## src/rtl/rmstg_pkg.sv

```systemverilog
// ----------------------------------------------------------------------------
// rmstg_pkg
// Types, codes and constants for the register-mapped square tone generator.
// ----------------------------------------------------------------------------
`default_nettype none

package rmstg_pkg;

	localparam int unsigned DATA_W   = 8;
	localparam int unsigned OFF_W    = 3;
	localparam int unsigned SAMPLE_W = 16;
	localparam int unsigned PHASE_W  = 16;
	localparam int unsigned FREQ_W   = 16;
	localparam int unsigned DUR_W    = 14;
	localparam int unsigned AMP_W    = 15;

	localparam logic [FREQ_W-1:0] FREQ_MIN  = 16'd20;
	localparam logic [FREQ_W-1:0] FREQ_MAX  = 16'd20000;
	localparam logic [15:0]       DUR_MIN   = 16'd1;
	localparam logic [15:0]       DUR_MAX   = 16'd10000;
	localparam int unsigned       MS_PER_S  = 1000;
	localparam logic [7:0]        VOL_RESET = 8'd128;

	typedef enum logic [1:0] {
		ACT_READ  = 2'd0,
		ACT_WRITE = 2'd1,
		ACT_TICK  = 2'd2
	} action_t;

	typedef enum logic [OFF_W-1:0] {
		OFF_FREQ_LO = 3'd0,
		OFF_FREQ_HI = 3'd1,
		OFF_DUR_LO  = 3'd2,
		OFF_DUR_HI  = 3'd3,
		OFF_VOLUME  = 3'd4,
		OFF_CONTROL = 3'd5
	} reg_off_t;

	// floor(vol * 32767 / 255) = vol*128 + floor(vol*127 / 255)
	function automatic logic [AMP_W-1:0] tone_amp(input logic [7:0] vol);
		logic [AMP_W-1:0] x;
		logic [AMP_W-1:0] q;
		x = {vol, 7'b0} - AMP_W'(vol);
		q = (x + (x >> 8) + AMP_W'(1)) >> 8;
		return {vol, 7'b0} + q;
	endfunction

endpackage

`default_nettype wire

```

## src/rtl/register_mapped_square_tone_generator.sv

```systemverilog
// ----------------------------------------------------------------------------
// register_mapped_square_tone_generator
// Bus-mapped square wave tone source: register reads/writes and sample ticks.
// ----------------------------------------------------------------------------
// Usage:
//   Input channel (in_valid/in_stall) carries one beat per item: a register
//   read, a register write or one audio sample tick. Output channel
//   (out_valid/out_stall) returns exactly one result beat per input beat, in
//   order: read byte, audio sample and the tone-active flag.
//   A beat is registered in the input stage, then processed in one pass that
//   updates the register file and tone state and loads the output register.
//   One beat per cycle is sustained while the receiver does not stall, set
//   by the single input stage feeding the output register.
//   When the receiver stalls, the output register holds its beat, the input
//   stage fills, and in_stall rises until the output moves again.
//   Reset clears the register file (volume resets to 128), stops any tone and
//   empties both stages; no beats are accepted while arst_n is low.
// ----------------------------------------------------------------------------
`default_nettype none

module register_mapped_square_tone_generator
	import rmstg_pkg::*;
#(
	parameter int unsigned SAMPLE_RATE_HZ = 44100,
	parameter int unsigned PLAY_BIT       = 0,
	parameter int unsigned STATUS_BIT     = 7
) (
	input  wire logic                       clk,
	input  wire logic                       arst_n,
	input  wire logic                       in_valid,
	output logic                            in_stall,
	input  wire logic [1:0]                 action,
	input  wire logic [OFF_W-1:0]           reg_offset,
	input  wire logic [DATA_W-1:0]          write_data,
	output logic                            out_valid,
	input  wire logic                       out_stall,
	output logic [DATA_W-1:0]               read_data,
	output logic signed [SAMPLE_W-1:0]      audio_sample,
	output logic                            tone_active
);

	localparam int unsigned REM_W = $clog2(10000 * SAMPLE_RATE_HZ + 1);
	localparam logic [PHASE_W:0] RATE_X = (PHASE_W + 1)'(SAMPLE_RATE_HZ);
	localparam logic [REM_W-1:0] RATE_R = REM_W'(SAMPLE_RATE_HZ);
	localparam logic [REM_W-1:0] STEP_R = REM_W'(MS_PER_S);

	// input stage
	logic                valid_s1;
	action_t             action_s1;
	logic [OFF_W-1:0]    offset_s1;
	logic [DATA_W-1:0]   data_s1;

	// register file and tone state
	logic [DATA_W-1:0]   freq_lo_q, freq_hi_q, dur_lo_q, dur_hi_q, volume_q, control_q;
	logic                playing_q;
	logic [FREQ_W-1:0]   tone_freq_q;
	logic [AMP_W-1:0]    tone_amp_q;
	logic [REM_W-1:0]    remain_q;
	logic [PHASE_W-1:0]  phase_q;

	logic [DATA_W-1:0]   freq_lo_n, freq_hi_n, dur_lo_n, dur_hi_n, volume_n, control_n;
	logic                playing_n;
	logic [FREQ_W-1:0]   tone_freq_n;
	logic [AMP_W-1:0]    tone_amp_n;
	logic [REM_W-1:0]    remain_n;
	logic [PHASE_W-1:0]  phase_n;

	logic                out_valid_q;
	logic [DATA_W-1:0]   rd_q, rd_n;
	logic [SAMPLE_W-1:0] smp_q, smp_n;
	logic                active_q;

	logic                advance;
	logic                fire;
	logic [FREQ_W-1:0]   freq_req;
	logic [15:0]         dur_req;
	logic                req_ok;
	logic [PHASE_W:0]    phase_sum;
	logic [DATA_W-1:0]   status_byte;

	assign advance  = !out_valid_q || !out_stall;
	assign fire     = valid_s1 && advance;
	assign in_stall = valid_s1 && !advance;

	assign freq_req = {freq_hi_q, freq_lo_q};
	assign dur_req  = {dur_hi_q, dur_lo_q};
	assign req_ok   = (freq_req >= FREQ_MIN) && (freq_req <= FREQ_MAX) &&
		(dur_req >= DUR_MIN) && (dur_req <= DUR_MAX);
	assign phase_sum = {1'b0, phase_q} + {1'b0, tone_freq_q};

	always_comb begin
		status_byte = control_q;
		status_byte[STATUS_BIT] = playing_q;
	end

	always_ff @(posedge clk or negedge arst_n) begin
		if (!arst_n) begin
			valid_s1 <= 1'b0;
		end else if (in_valid && !in_stall) begin
			valid_s1 <= 1'b1;
		end else if (advance) begin
			valid_s1 <= 1'b0;
		end
	end

	always_ff @(posedge clk) begin
		if (in_valid && !in_stall) begin
			action_s1 <= action_t'(action);
			offset_s1 <= reg_offset;
			data_s1   <= write_data;
		end
	end

	always_comb begin
		freq_lo_n   = freq_lo_q;
		freq_hi_n   = freq_hi_q;
		dur_lo_n    = dur_lo_q;
		dur_hi_n    = dur_hi_q;
		volume_n    = volume_q;
		control_n   = control_q;
		playing_n   = playing_q;
		tone_freq_n = tone_freq_q;
		tone_amp_n  = tone_amp_q;
		remain_n    = remain_q;
		phase_n     = phase_q;
		rd_n        = '0;
		smp_n       = '0;
		unique case (action_s1)
			ACT_READ: begin
				unique case (offset_s1)
					OFF_FREQ_LO: rd_n = freq_lo_q;
					OFF_FREQ_HI: rd_n = freq_hi_q;
					OFF_DUR_LO:  rd_n = dur_lo_q;
					OFF_DUR_HI:  rd_n = dur_hi_q;
					OFF_VOLUME:  rd_n = volume_q;
					OFF_CONTROL: rd_n = status_byte;
					default:     rd_n = '0;
				endcase
			end
			ACT_WRITE: begin
				unique case (offset_s1)
					OFF_FREQ_LO: freq_lo_n = data_s1;
					OFF_FREQ_HI: freq_hi_n = data_s1;
					OFF_DUR_LO:  dur_lo_n  = data_s1;
					OFF_DUR_HI:  dur_hi_n  = data_s1;
					OFF_VOLUME:  volume_n  = data_s1;
					OFF_CONTROL: begin
						control_n = data_s1;
						if (data_s1[PLAY_BIT]) begin
							if (req_ok) begin
								playing_n   = 1'b1;
								tone_freq_n = freq_req;
								tone_amp_n  = tone_amp(volume_q);
								remain_n    = REM_W'(dur_req[DUR_W-1:0]) * RATE_R;
								phase_n     = '0;
							end
						end else begin
							playing_n = 1'b0;
						end
					end
					default: ;
				endcase
			end
			ACT_TICK: begin
				if (playing_q) begin
					// remain = dur*rate - 1000*samples_done
					if (remain_q < STEP_R) begin
						playing_n = 1'b0;
					end else begin
						remain_n = remain_q - STEP_R;
						if ({phase_q, 1'b0} < RATE_X) begin
							smp_n = {1'b0, tone_amp_q};
						end else begin
							smp_n = SAMPLE_W'(0) - {1'b0, tone_amp_q};
						end
						if (phase_sum >= RATE_X) begin
							phase_n = PHASE_W'(phase_sum - RATE_X);
						end else begin
							phase_n = phase_sum[PHASE_W-1:0];
						end
					end
				end
			end
			default: ;
		endcase
	end

	always_ff @(posedge clk or negedge arst_n) begin
		if (!arst_n) begin
			freq_lo_q   <= '0;
			freq_hi_q   <= '0;
			dur_lo_q    <= '0;
			dur_hi_q    <= '0;
			volume_q    <= VOL_RESET;
			control_q   <= '0;
			playing_q   <= 1'b0;
			tone_freq_q <= '0;
			tone_amp_q  <= tone_amp(VOL_RESET);
			remain_q    <= '0;
			phase_q     <= '0;
		end else if (fire) begin
			freq_lo_q   <= freq_lo_n;
			freq_hi_q   <= freq_hi_n;
			dur_lo_q    <= dur_lo_n;
			dur_hi_q    <= dur_hi_n;
			volume_q    <= volume_n;
			control_q   <= control_n;
			playing_q   <= playing_n;
			tone_freq_q <= tone_freq_n;
			tone_amp_q  <= tone_amp_n;
			remain_q    <= remain_n;
			phase_q     <= phase_n;
		end
	end

	always_ff @(posedge clk or negedge arst_n) begin
		if (!arst_n) begin
			out_valid_q <= 1'b0;
		end else if (advance) begin
			out_valid_q <= valid_s1;
		end
	end

	always_ff @(posedge clk) begin
		if (fire) begin
			rd_q     <= rd_n;
			smp_q    <= smp_n;
			active_q <= playing_n;
		end
	end

	assign out_valid    = out_valid_q;
	assign read_data    = rd_q;
	assign audio_sample = smp_q;
	assign tone_active  = active_q;

	a_stall_needs_beat: assert property (@(posedge clk) disable iff (!arst_n)
		in_stall |-> valid_s1)
		else $error("input stalled with empty stage");

	a_phase_range: assert property (@(posedge clk) disable iff (!arst_n)
		{1'b0, phase_q} < RATE_X)
		else $error("phase accumulator out of range");

	a_sample_only_tick: assert property (@(posedge clk) disable iff (!arst_n)
		fire && action_s1 != ACT_TICK |=> audio_sample == '0)
		else $error("sample on non-tick beat");

	a_read_only_read: assert property (@(posedge clk) disable iff (!arst_n)
		fire && action_s1 != ACT_READ |=> read_data == '0)
		else $error("read data on non-read beat");

	a_state_on_fire: assert property (@(posedge clk) disable iff (!arst_n)
		!fire |=> $stable(playing_q) && $stable(phase_q))
		else $error("tone state moved without a beat");

endmodule

`default_nettype wire
```

## config.mk

```make
export PLATFORM = sky130hd
export DESIGN_NAME = register_mapped_square_tone_generator
export DESIGN_NICKNAME = d
export VERILOG_FILES = /design/src/rtl/rmstg_pkg.sv /design/src/rtl/register_mapped_square_tone_generator.sv
export SDC_FILE = /design/constraint.sdc
export NUM_CORES = 1
export LEC_CHECK = 0
export BUFFER_PORTS_ARGS = -buffer_cell sky130_fd_sc_hd__buf_2
export CORE_UTILIZATION = 37
export CTS_BUF_LIST = sky130_fd_sc_hd__clkbuf_4
export CTS_CLUSTER_SIZE = 30
export DETAILED_ROUTE_END_ITERATION = 16
export GPL_ROUTABILITY_DRIVEN = 0
export PLACE_DENSITY = 0.52
export SLEW_MARGIN = 20
export SYNTH_ARGS = -nofsm -noshare
export SYNTH_HDL_FRONTEND = slang
export SYNTH_SLANG_ARGS = --single-unit
```

## constraint.sdc

```tcl
create_clock -name clk -period 7.5 [get_ports clk]
set_clock_uncertainty 0.2 [all_clocks]
set_input_delay 0.75 -clock clk [delete_from_list [all_inputs] [get_ports clk]]
set_output_delay 0.75 -clock clk [all_outputs]
set_load 0.01 [all_outputs]
```

### Word level (Yosys, flattened, before mapping)

Cells that the tools add are included.

| word-level totals | value |
|---|---|
| register bits | 164 |
| input bits | 17 |
| logic and storage cells | 98 |

| cells by class | value |
|---|---|
| add/sub/neg operators | 8 |
| multipliers | 1 |
| magnitude comparators | 7 |
| eq/ne operators | 12 |
| muxes and demuxes | 23 |
| bitwise logic cells | 2 |
| reduce and logical (&&, ||, !) cells | 25 |

Operator list:

| cell | number |
|---|---|
| 29-bit 2-to-1 mux | 5 |
| 16-bit 2-to-1 mux | 6 |
| 29-bit one-hot mux with 2 select lines | 1 |
| 8-bit one-hot mux with 6 select lines | 1 |
| 16-bit one-hot mux with 2 select lines | 1 |
| 15-bit by 7-bit adder with 15-bit output | 2 |
| 29-bit by 10-bit less-than comparator with 1-bit output, second input constant | 1 |
| 29-bit by 10-bit subtractor with 29-bit output, second input constant | 1 |
| 14-bit by 14-bit multiplier with 27-bit output, second input constant | 1 |
| 3-bit AND reduction | 6 |
| 16-bit by 16-bit adder with 17-bit output | 1 |
| 17-bit by 16-bit >= comparator with 1-bit output, second input constant | 1 |
| 17-bit by 16-bit less-than comparator with 1-bit output, second input constant | 1 |
| 16-bit by 1-bit >= comparator with 1-bit output, second input constant | 1 |
| 16-bit by 5-bit >= comparator with 1-bit output, second input constant | 1 |
| 16-bit by 14-bit <= comparator with 1-bit output, second input constant | 1 |
| 16-bit by 15-bit <= comparator with 1-bit output, second input constant | 1 |
| 1-bit by 15-bit subtractor with 16-bit output, first input constant | 1 |
| 16-bit subtractor, second input constant | 1 |
| 15-bit by 1-bit adder with 15-bit output, second input constant | 1 |
| 15-bit 2-to-1 mux | 1 |
| 15-bit by 8-bit subtractor with 15-bit output | 1 |
| 2-bit != test, second input constant | 5 |
| 1-bit 2-to-1 mux | 7 |
| other kinds (17) | 29 |

### Longest topological paths before layout

Gate-level depths: netlist (run 1).

| depth | value |
|---|---|
| depth in word-level cells | 8 |
| depth in mapped cells | 21 |
| depth with buffers taken out | 21 |

### Worst setup path after synthesis (run 1)

Ideal clock, no wire load.

| timing path | value |
|---|---|
| path kind | reg-to-reg |
| start point | register dur_lo_q[3] |
| end point | register remain_q[26] |
| setup time | 0.069 ns |
| arrival time | 4.964 ns |
| setup slack | 2.267 ns |
| stages on the path, launching flop included | 21 |
| clock period less this slack | 5.233 ns |
| cell sequence | dfrtp_1 > ha_1 > inv_1 > fa_1 > inv_1 > fa_1 > inv_1 > fa_1 > inv_1 > ha_1 > ha_1 > ha_1 > nand4_1 > nor3b_1 > a21oi_1 > a21oi_1 > nor3_1 > o31ai_1 > a211oi_1 > or4_1 > nand3_1 |

| between the ends | value |
|---|---|
| cells in the longest elaborated chain, start to end | 5 |

RTL lines:

| item | RTL line | text |
|---|---|---|
| from (decl) | register_mapped_square_tone_generator.sv:54 | `logic [DATA_W-1:0] freq_lo_q, freq_hi_q, dur_lo_q, dur_hi_q, volume_q, control_q;` |
| from (signal assigned) | register_mapped_square_tone_generator.sv:204 | `dur_lo_q <= dur_lo_n;` |
| 14-bit by 14-bit multiplier with 27-bit output / 16-bit by 1-bit >= comparator with 1-bit output (equally long branches) | register_mapped_square_tone_generator.sv:154, register_mapped_square_tone_generator.sv:88 |  |
| 29-bit 2-to-1 mux / 1-bit logical AND (equally long branches) | register_mapped_square_tone_generator.sv:150, register_mapped_square_tone_generator.sv:87 |  |
| 29-bit 2-to-1 mux / 1-bit logical AND (equally long branches) | register_mapped_square_tone_generator.sv:149, register_mapped_square_tone_generator.sv:88 |  |
| 29-bit 2-to-1 mux / 2-bit != test (equally long branches) | -- |  |
| 29-bit one-hot mux with 2 select lines / 7-bit AND reduction (equally long branches) | -- |  |
| to (signal assigned) | register_mapped_square_tone_generator.sv:211 | `remain_q <= remain_n;` |
| to (decl) | register_mapped_square_tone_generator.sv:58 | `logic [REM_W-1:0] remain_q;` |

Several ways; a longest one is shown, not always the timed one. The select of a mux whose other input is x is not followed.
A chain may end at the register's enable or synchronous reset.

### Worst setup path after layout (run 1)

| timing path | value |
|---|---|
| start point | register dur_lo_q[4] |
| end point | register remain_q[26] |

Same word-level chain as after synthesis.

==> results.yml, run 1 <==
min_path:
  min_path_type: "input port to asynchronous set/reset pin"
critical_path:
  reg2reg_to: "remain_q[26]"
  path_buf_inv: 3
  critical_path.top_delay_family: "adder cells"
  rrSetupSlack_ps: 1690
  r2r-start: "dur_lo_q[4]"
  cpPeakStageDelay_ps: 590
  worstRegToRegCells: 19
  crit_fanout: 8
  critical_path_class: "flip-flop to flip-flop"
  required_ps: 7820
  crit_path_end_kind: "flip-flop"
  crit_path_frequent_cell: "ha_1"
  crit_chain: "inv_1, ha_1, ha_1, fa_1, fa_1, ha_1, inv_1, fa_1, inv_1, ha_1, nand4_1, nor3b_1, a21oi_1, a21oi_1, nor3_1, o31ai_1, a211oi_1, or4_1, nand3_1"
  startpoint_type: "flip-flop"
  slowest_stage: "fa_1"
  crit_arrival_ps: 6130
floorplan:
  coreArea_sq_mm: 0.0336
  std_cell_rows: 67
  ioPinCount: 44
  die_h_um: 187
  dieArea_sq_mm: 0.0351
  die_w_um: 187
  start_util_pct: 37.8
global_routing:
  grt_max_degree: 71
  grt_pass1_vias: 9618
  antenna_found_initial: 1
  grt_use_total_pct: 18.6
  grt_overflow: 0
  grt_pass1_wl_um: 51600
timing:
  drv_slew: 0
  tightest_slew_ps: 981
  holdWs_ps: 25.7
  max_freq_mhz: 172
  rsz0062_at_grt: "no"
  fin_setup_tns_ps: 0
  hold_viol_final: 0
  fin_crit_ps: 5810
  fin_crit_sh_pct: 77.5
  setup_viol_count_final: 0
  relSlewSlack_pct: 34.4
cts:
  cts_setup_buffers: 0
  clockRootBuffer: "clkbuf_4"
  clk_pin_slew_ps: 160
  htreeDepth: 4
  numCtsBuffers: 17
  cts_buffer_depth: 2
  tritoncts: "built"
  insertion_delay_ps: 580
  ctsHoldBuffers: 0
  clock-sinks: 161
  ctsResizeCount: 0
route:
  wire_per_inst_um: 17.6
  antenna_left: 0
  wl_um: 31500
  via_per_inst: 5.44
  vias: 9755
  dr.pass1.iters: 5
  first_iter_violations: 549
  drc: 0
synth:
  synth_cell_types: 88
  ys.flop_type: "dfrtp_1"
  syn-num-nets: 1502
  synth_area_per_cell_sq_um: 9.72
  async_flop_share_pct: 76.4
  syn_inst: 1306
  ys_warn_count: 0
  ys_ff_latch: 161
  synth_edf_count: 38
  synth-seq-area-share_pct: 33.3
  synth_area_sq_mm: 0.0127
finish:
  drive_above_1_share_pct: 14.2
  nFillCells: 3340
  final_nets: 1526
  area_growth_syn_to_layout_pct: 7.72
placement:
  dp_hpwl_um: 23800
  io_buffers: 43
flow_run:
  drv_cap: 0
run_status:
  status: "completed"
placed cells by master, fill, tap and decap left out, types with 39 or more instances in the layout:
master   count
ha_1       145
inv_1      125
dfrtp_1    115
nand2_1    108
o21ai_0     76
a21oi_1     70
mux2_2      63
nor2_1      58
buf_2       42
nand3_1     39
routing by layer:
layer / global-route usage [%] / vias to the layer above / part of all wire, %
met5: 0 / - / 0
met4: 5.26 / 0 / 1.9
met3: 3.10 / 35 / 4.0
met2: 31.9 / 205 / 49
met1: 24.1 / 4749 / 45
li1: - / 4766 / -
worst register-to-register path, delay by kind of cell (launching register included):
kind | cells | cell delay (ps)
compound gates | 4 | 900
buf+inv | 3 | 230
flops | 1 | 570
fa+ha+maj | 7 | 2810
simple gates | 5 | 1060
kinds of logic (layout without fill, tap and decap cells):
| kind of cell | count (synthesis) | after routing | share of synthesized area (%) |
|---|---|---|---|
| and+or+nand+nor | 345 | 345 | 13.6 |
| buffers and inverters | 171 | 208 | 5.38 |
| adders and majority gates | 179 | 179 | 19.6 |
| muxes | 83 | 83 | 7.66 |
| AOI/OAI and AO/OA | 311 | 311 | 16.6 |
| xor gates and xnor gates | 56 | 56 | 3.86 |
| other | 0 | 1 | 0 |
| DFF | 161 | 161 | 33.3 |
flip-flops by register name, summed over array words and instances (netlist names), 3 cells and up:
signal,cells
tone_amp_q,15
control_q,7
remain_q,26
phase_q,16
data_s1,8
read_data,8
tone_freq_q,16
offset_s1,3
freq_lo_q,8
dur_hi_q,8
freq_hi_q,8
audio_sample,16
dur_lo_q,8
volume_q,8
area by class of cell:
| cell class | count | area [sq um] | area share (%) |
|---|---|---|---|
| multi-input combinational | 974 | 7820 | 57.1 |
| tap | 448 | 561 | 4.10 |
| inverter | 125 | 469 | 3.43 |
| clock inverter | 10 | 161 | 1.18 |
| timing repair buffer | 51 | 278 | 2.03 |
| antenna | 1 | 2.50 | 0.0183 |
| sequential | 161 | 4230 | 30.9 |
| clock buffer | 22 | 165 | 1.21 |
synth_stat cells (6+ instances only):
cell | instances | area, sq um
a211oi_1 | 7 | 52.6
a21o_1 | 16 | 120
a21oi_1 | 70 | 350
a22o_1 | 7 | 61.3
a31oi_1 | 8 | 50.1
and2_1 | 17 | 106
and3_1 | 8 | 50.1
buf_2 | 9 | 45.0
clkbuf_1 | 29 | 109
dfrtp_1 | 115 | 2880
dfstp_2 | 8 | 210
edfxtp_1 | 38 | 1140
fa_1 | 33 | 661
ha_1 | 146 | 1830
inv_1 | 125 | 469
mux2_2 | 63 | 709
mux2i_1 | 15 | 150
nand2_1 | 108 | 405
nand2b_1 | 12 | 75.1
nand3_1 | 39 | 195
nand4_1 | 9 | 56.3
nor2_1 | 58 | 218
nor2b_1 | 11 | 68.8
nor3_1 | 35 | 175
o211ai_1 | 15 | 113
o21ai_0 | 76 | 380
o21ai_1 | 6 | 30.0
o22ai_1 | 16 | 100
o31ai_1 | 7 | 52.6
or3_1 | 15 | 93.8
xnor2_1 | 34 | 298
xor2_1 | 22 | 193
worst max-delay path by stage:
stage / cells past startpoint / start / end
finish: 19 / dur_lo_q[4] / remain_q[26]
CTS: 19 / dur_lo_q[4] / remain_q[26]
floorplan: 20 / dur_lo_q[3] / remain_q[26]
global placement: 19 / dur_lo_q[5] / remain_q[26]
detailed placement: 19 / dur_lo_q[5] / remain_q[26]
global route: 19 / dur_lo_q[4] / remain_q[26]
stage by stage:
step / utilization, % / setup slack [ps] / instances / instance area (sq um)
global placement: 39.7 / 1820 / 1759 / 13400
detailed placement: 39.7 / 1750 / 1759 / 13400
global route: 40.7 / 1360 / 1792 / 13700
finish: 40.7 / 1690 / 1792 / 13700
CTS: 40.7 / 1720 / 1791 / 13700
floorplan: - / 2270 / 1306 / 12700
Power of run 1 is left out: the tool's default activity adds up to more than one toggle a clock period on the data nets, which glitch-free logic cannot reach.
==> run 2, diff against run 1 <==
--- a/config.mk
+++ b/config.mk
@@ -11,7 +11,7 @@
 export CTS_CLUSTER_SIZE = 30
 export DETAILED_ROUTE_END_ITERATION = 16
 export GPL_ROUTABILITY_DRIVEN = 0
-export PLACE_DENSITY = 0.52
+export PLACE_DENSITY = 0.54
 export SLEW_MARGIN = 20
 export SYNTH_ARGS = -nofsm -noshare
 export SYNTH_HDL_FRONTEND = slang
==> constraint.sdc (replaced) <==
create_clock -name clk -period 4.7 [get_ports clk]
set_clock_uncertainty 0.2 [all_clocks]
set_input_delay 0.47 -clock clk [delete_from_list [all_inputs] [get_ports clk]]
set_output_delay 0.47 -clock clk [all_outputs]
set_load 0.01 [all_outputs]
==> run 2 against run 1 <==
  * The flow now finishes with violations (setup timing)
  * Fmax grew 15%
  * Setup slack lost 2100 ps
  * Sequential share of layout area shrank 2.4 points
  * Utilization grew 3.6 points
  * Hold slack gained 220 ps
  * First-iteration DRC count grew 8.0%
  * Register-to-register slack lost 2100 ps
  * Clock-buffer cell count shrank 5
  * Cell count grew 5.2%
  * Cell area grew 8.8%
  * Highest routed layer unchanged
==> results.yml, run 2 (synthesis gave the netlist of run 1 again) <==
timing:
  rsz0062_at_grt: "yes"
  relSlewSlack_pct: 39.6
  worst_slack_ps: -363
  hold_viol_final: 0
  max_freq_mhz: 198
  tightest_slew_ps: 902
  setup_viol_count_final: 11
  drv_slew: 0
  fin_crit_sh_pct: 108
  fin_crit_ps: 5060
floorplan:
  coreArea_sq_mm: 0.0336
  die_h_um: 187
  start_util_pct: 37.8
  std_cell_rows: 67
  ioPinCount: 44
  die_w_um: 187
  dieArea_sq_mm: 0.0351
critical_path:
  crit_arrival_ps: 5390
  worstRegToRegCells: 20
  critPathLaunch: "dur_lo_q[3]"
  r2r-start: "dur_lo_q[3]"
  rrSetupSlack_ps: -360
  crit_path_end_kind: "flip-flop"
  critical_path_class: "flip-flop to flip-flop"
  endpoint: "remain_q[26]"
  startpoint_type: "flip-flop"
  crit_fanout: 5
  required_ps: 5030
  reg2reg_to: "remain_q[26]"
flow_run:
  drv_cap: 0
route:
  wire_per_inst_um: 17.1
  first_iter_violations: 593
  antenna_left: 0
  via_per_inst: 5.39
  drc: 0
  vias: 10200
  dr.pass1.iters: 5
  wl_um: 32300
placement:
  pre_cts_slack_ps: -498
  dp_hpwl_um: 23900
  post_dp_cell_area_sq_mm: 0.0140
  io_buffers: 43
  dp_cells: 1826
finish:
  drive_above_1_share_pct: 23.7
  largest_register_ffs: 26
  final_nets: 1620
  area_growth_syn_to_layout_pct: 17.2
  layout_common_cells: "ha_1, inv_1, nand2_1, dfrtp_1, buf_4"
  regMostFlops: "remain_q"
  nFillCells: 3241
  fin_cells: 1886
  postLayoutCellArea_sq_mm: 0.0149
  final_common_cell: "ha_1"
run_status:
  violations: "setup timing"
  status: "complete, but fails checks"
cts:
  insertion_delay_ps: 600
  numCtsBuffers: 17
  clockRootBuffer: "clkbuf_4"
  cts_buffer_depth: 2
  tritoncts: "built"
  htreeDepth: 4
  clk_pin_slew_ps: 170
  clock-sinks: 161
min_path:
  min_path_type: "input port to asynchronous set/reset pin"
global_routing:
  use_met1_pct: 24.4
  grt_use_total_pct: 19.0
  grt_max_degree: 124
  antenna_found_initial: 1
  grt.met3_usage_pct: 2.72
  use_met2_pct: 33.0
  grt_pass1_wl_um: 52900
  top_usage_layer: "met2"
  grt_pass1_vias: 10300
  grt_overflow: 0
==> run 2: changes by cell type in the layout (fill, tap and decap cells not counted), sizes merged <==
cell         before  now
clkinvlp          2    1
inv             126  132
clkinv            3    7
buf              51  128
clkbuf           22   17
dlygate4sd3       0   17
bufinv            4    0
==> run 2: per-stage QoR <==
| stage | setup TNS [ps] | hold slack [ps] | utilization (%) |
|---|---|---|---|
| 2_1_floorplan | -291 | -25.6 | - |
| 3_3_place_gp | -3310 | 254 | 41.7 |
| 3_5_place_dp | -3750 | 266 | 41.7 |
| 4_1_cts | -2130 | 301 | 43.7 |
| 5_1_grt | -4510 | 292 | 44.3 |
| 6_report | -2260 | 250 | 44.3 |
==> run 2: what timing repair did <==
action | in CTS | in global routing
pin swaps | 23 | 33
setup buffers | 4 | 9
resized for setup | 33 | 30
endpoints found under the hold margin | 130 | 0
setup endpoints to repair | 13 | 13
hold buffers | 17 | 0
==> run 2: final cells by class <==
class | instances | area (sq um) | share of cell area (%)
diodes | 1 | 2.50 | 0.0168
repair buffers | 145 | 1050 | 7.08
clock inverters | 15 | 165 | 1.11
flip-flops and latches | 161 | 4240 | 28.5
multi-input cells | 974 | 8270 | 55.5
clock buffers | 17 | 128 | 0.858
well taps | 448 | 561 | 3.77
inverters | 125 | 469 | 3.15
==> run 2: how the worst min path moves through the flow <==
| stage | cells past startpoint | startpoint | end |
|---|---|---|---|
| after floorplan | 0 | arst_n | control_q[0] |
| after global placement | 2 | phase_q[0] | phase_q[0] |
| after detailed placement | 2 | phase_q[0] | phase_q[0] |
| after CTS | 3 | arst_n | remain_q[12] |
| after global routing | 3 | arst_n | remain_q[12] |
| final | 3 | arst_n | remain_q[12] |
==> run 2: critical path, cell delays in order, from the launching register on <==
cell and delay [ps]:
dfrtp_2 500, ha_4 240, ha_4 260, inv_2 30
fa_1 470, inv_1 50, fa_1 440, ha_1 300
inv_2 40, fa_1 520, inv_2 50, ha_4 270
nand4_1 160, nor3b_2 240, a21oi_2 60, a21oi_2 230
nor3_4 70, o31ai_4 200, a211oi_2 110, or4_1 470
nand3_1 90
==> run 2: routing by layer <==
| metal | vias to the layer above | routed length (um) | share of wire [%] |
|---|---|---|---|
| met5 | - | 0 | 0 |
| met2 | 162 | 15900 | 49 |
| met1 | 5006 | 14900 | 46 |
| li1 | 4963 | - | - |
| met4 | 0 | 585 | 1.8 |
| met3 | 37 | 888 | 2.7 |
Power of run 2 is left out for the same reason.
==> run 3, diff against run 2 <==
--- a/config.mk
+++ b/config.mk
@@ -6,12 +6,13 @@
 export NUM_CORES = 1
 export LEC_CHECK = 0
 export BUFFER_PORTS_ARGS = -buffer_cell sky130_fd_sc_hd__buf_2
-export CORE_UTILIZATION = 37
+export CORE_UTILIZATION = 52
 export CTS_BUF_LIST = sky130_fd_sc_hd__clkbuf_4
 export CTS_CLUSTER_SIZE = 30
 export DETAILED_ROUTE_END_ITERATION = 16
 export GPL_ROUTABILITY_DRIVEN = 0
-export PLACE_DENSITY = 0.54
+export PLACE_DENSITY = 0.83
+export SKIP_LAST_GASP = 1
 export SLEW_MARGIN = 20
 export SYNTH_ARGS = -nofsm -noshare
 export SYNTH_HDL_FRONTEND = slang
==> run 3 against run 2 <==
  * The run still ends with setup timing left
  * Setup slack lost 300 ps
  * Register-to-register slack got worse by 300 ps
  * Via count grew 6.5%
  * Critical endpoint unchanged
==> results.yml, run 3 (synthesis gave the netlist of run 1 again) <==
placement:
  io_buffers: 43
  dp_hpwl_um: 22800
  pre_cts_slack_ps: -535
timing:
  tightest_slew_ps: 995
  worst_slack_ps: -660
  holdWs_ps: 319
  fin_crit_ps: 5360
  setup_viol_count_final: 12
  drv_slew: 0
  max_freq_mhz: 187
  hold_viol_final: 0
  fin_crit_sh_pct: 114
  relSlewSlack_pct: 33.5
  rsz0062_at_grt: "yes"
critical_path:
  crit_chain: "ha_4, inv_2, fa_1, inv_1, fa_1, inv_1, fa_1, inv_2, ha_4, ha_4, ha_4, nand4_1, nor3b_2, a21oi_2, a21oi_2, nor3_2, o31ai_2, a211oi_2, or4_1, nand3_1"
  endpoint: "remain_q[26]"
  crit_path_end_kind: "flip-flop"
  crit_fanout: 4
  critical_path_class: "flip-flop to flip-flop"
  crit_path_frequent_cell: "ha_4"
  required_ps: 5020
  crit_arrival_ps: 5680
  startpoint_type: "flip-flop"
  cpPeakStageDelay_ps: 540
  slowest_stage: "fa_1"
  reg2reg_to: "remain_q[26]"
  worstRegToRegCells: 20
  r2r-start: "dur_lo_q[5]"
  rrSetupSlack_ps: -660
  critPathLaunch: "dur_lo_q[5]"
floorplan:
  dieArea_sq_mm: 0.0251
  ioPinCount: 44
  die_h_um: 158
  coreArea_sq_mm: 0.0237
  start_util_pct: 53.6
  die_w_um: 158
  std_cell_rows: 56
finish:
  area_growth_syn_to_layout_pct: 15.2
  nFillCells: 1778
  final_common_cell: "ha_1"
  final_nets: 1613
  largest_register_ffs: 26
  regMostFlops: "remain_q"
  layout_common_cells: "ha_1, inv_1, dfrtp_1"
  drive_above_1_share_pct: 23.3
global_routing:
  antenna_found_initial: 1
  grt_max_degree: 71
  grt_pass1_wl_um: 53900
  grt_pass1_vias: 10900
  grt_overflow: 0
  grt_use_total_pct: 27.5
route:
  antenna_left: 0
  wire_per_inst_um: 19.1
  dr.pass1.iters: 7
  first_iter_violations: 925
  wl_um: 33500
  vias: 10800
  via_per_inst: 6.19
  drc: 0
cts:
  tritoncts: "built"
  clock-sinks: 161
  cts_buffer_depth: 2
  numCtsBuffers: 17
  clockRootBuffer: "clkbuf_4"
  insertion_delay_ps: 600
  clk_pin_slew_ps: 170
  htreeDepth: 4
flow_run:
  drv_cap: 0
min_path:
  min_path_type: "input port to asynchronous set/reset pin"
run_status:
  violations: "setup timing"
  status: "complete, but fails checks"
[run 3: worst max-delay path, delay by kind of cell, from the launching register on]
kind / cells / cell delay [ps]
AOI/OAI and AO/OA: 4 / 690
adders and majority gates: 7 / 2550
and+or+nand+nor: 5 / 1140
DFF: 1 / 490
buffers and inverters: 4 / 210
[run 3: how the worst min path moves through the flow]
stage / startpoint / endpoint
after floorplan: arst_n / control_q[0]
after global placement: valid_s1 / out_valid
after detailed placement: valid_s1 / out_valid
after CTS: valid_s1 / out_valid
after global routing: write_data[7] / data_s1[7]
final: arst_n / dur_lo_q[0]
[run 3: metal layers]
metal | track usage [%] | share of wire [%]
met5 | 0 | 0
met4 | 12.9 | 4.8
met3 | 4.84 | 6.8
met2 | 47.7 | 50
met1 | 33.1 | 39
[run 3: area by class of cell]
| class | instances | area (sq um) | share of cell area, % |
|---|---|---|---|
| diodes | 1 | 2.50 | 0.0171 |
| inverters | 125 | 469 | 3.21 |
| flip-flops and latches | 161 | 4240 | 29.0 |
| clock buffers | 17 | 128 | 0.872 |
| repair buffers | 138 | 1020 | 6.98 |
| well taps | 319 | 399 | 2.73 |
| clock inverters | 15 | 141 | 0.966 |
| multi-input cells | 974 | 8240 | 56.3 |
[run 3: what timing repair did]
action,4_1_cts,5_1_grt
hold buffers,16,0
endpoints found under the setup margin,12,13
setup buffers,20,6
gates resized for setup,41,24
gates cloned,0,0
hold endpoints to repair,76,0
pin swaps,38,25
[run 3: through the flow]
stage	utilization, %	instances	cell area (sq um)	setup TNS, ps
after global placement	58.1	1685	13800	-2200
after global routing	61.8	1750	14600	-6650
after CTS	61.3	1751	14500	-2390
after floorplan	-	1306	12800	-291
final	61.8	1750	14600	-4250
after detailed placement	58.1	1685	13800	-3840
Power of run 3 is left out for the same reason.
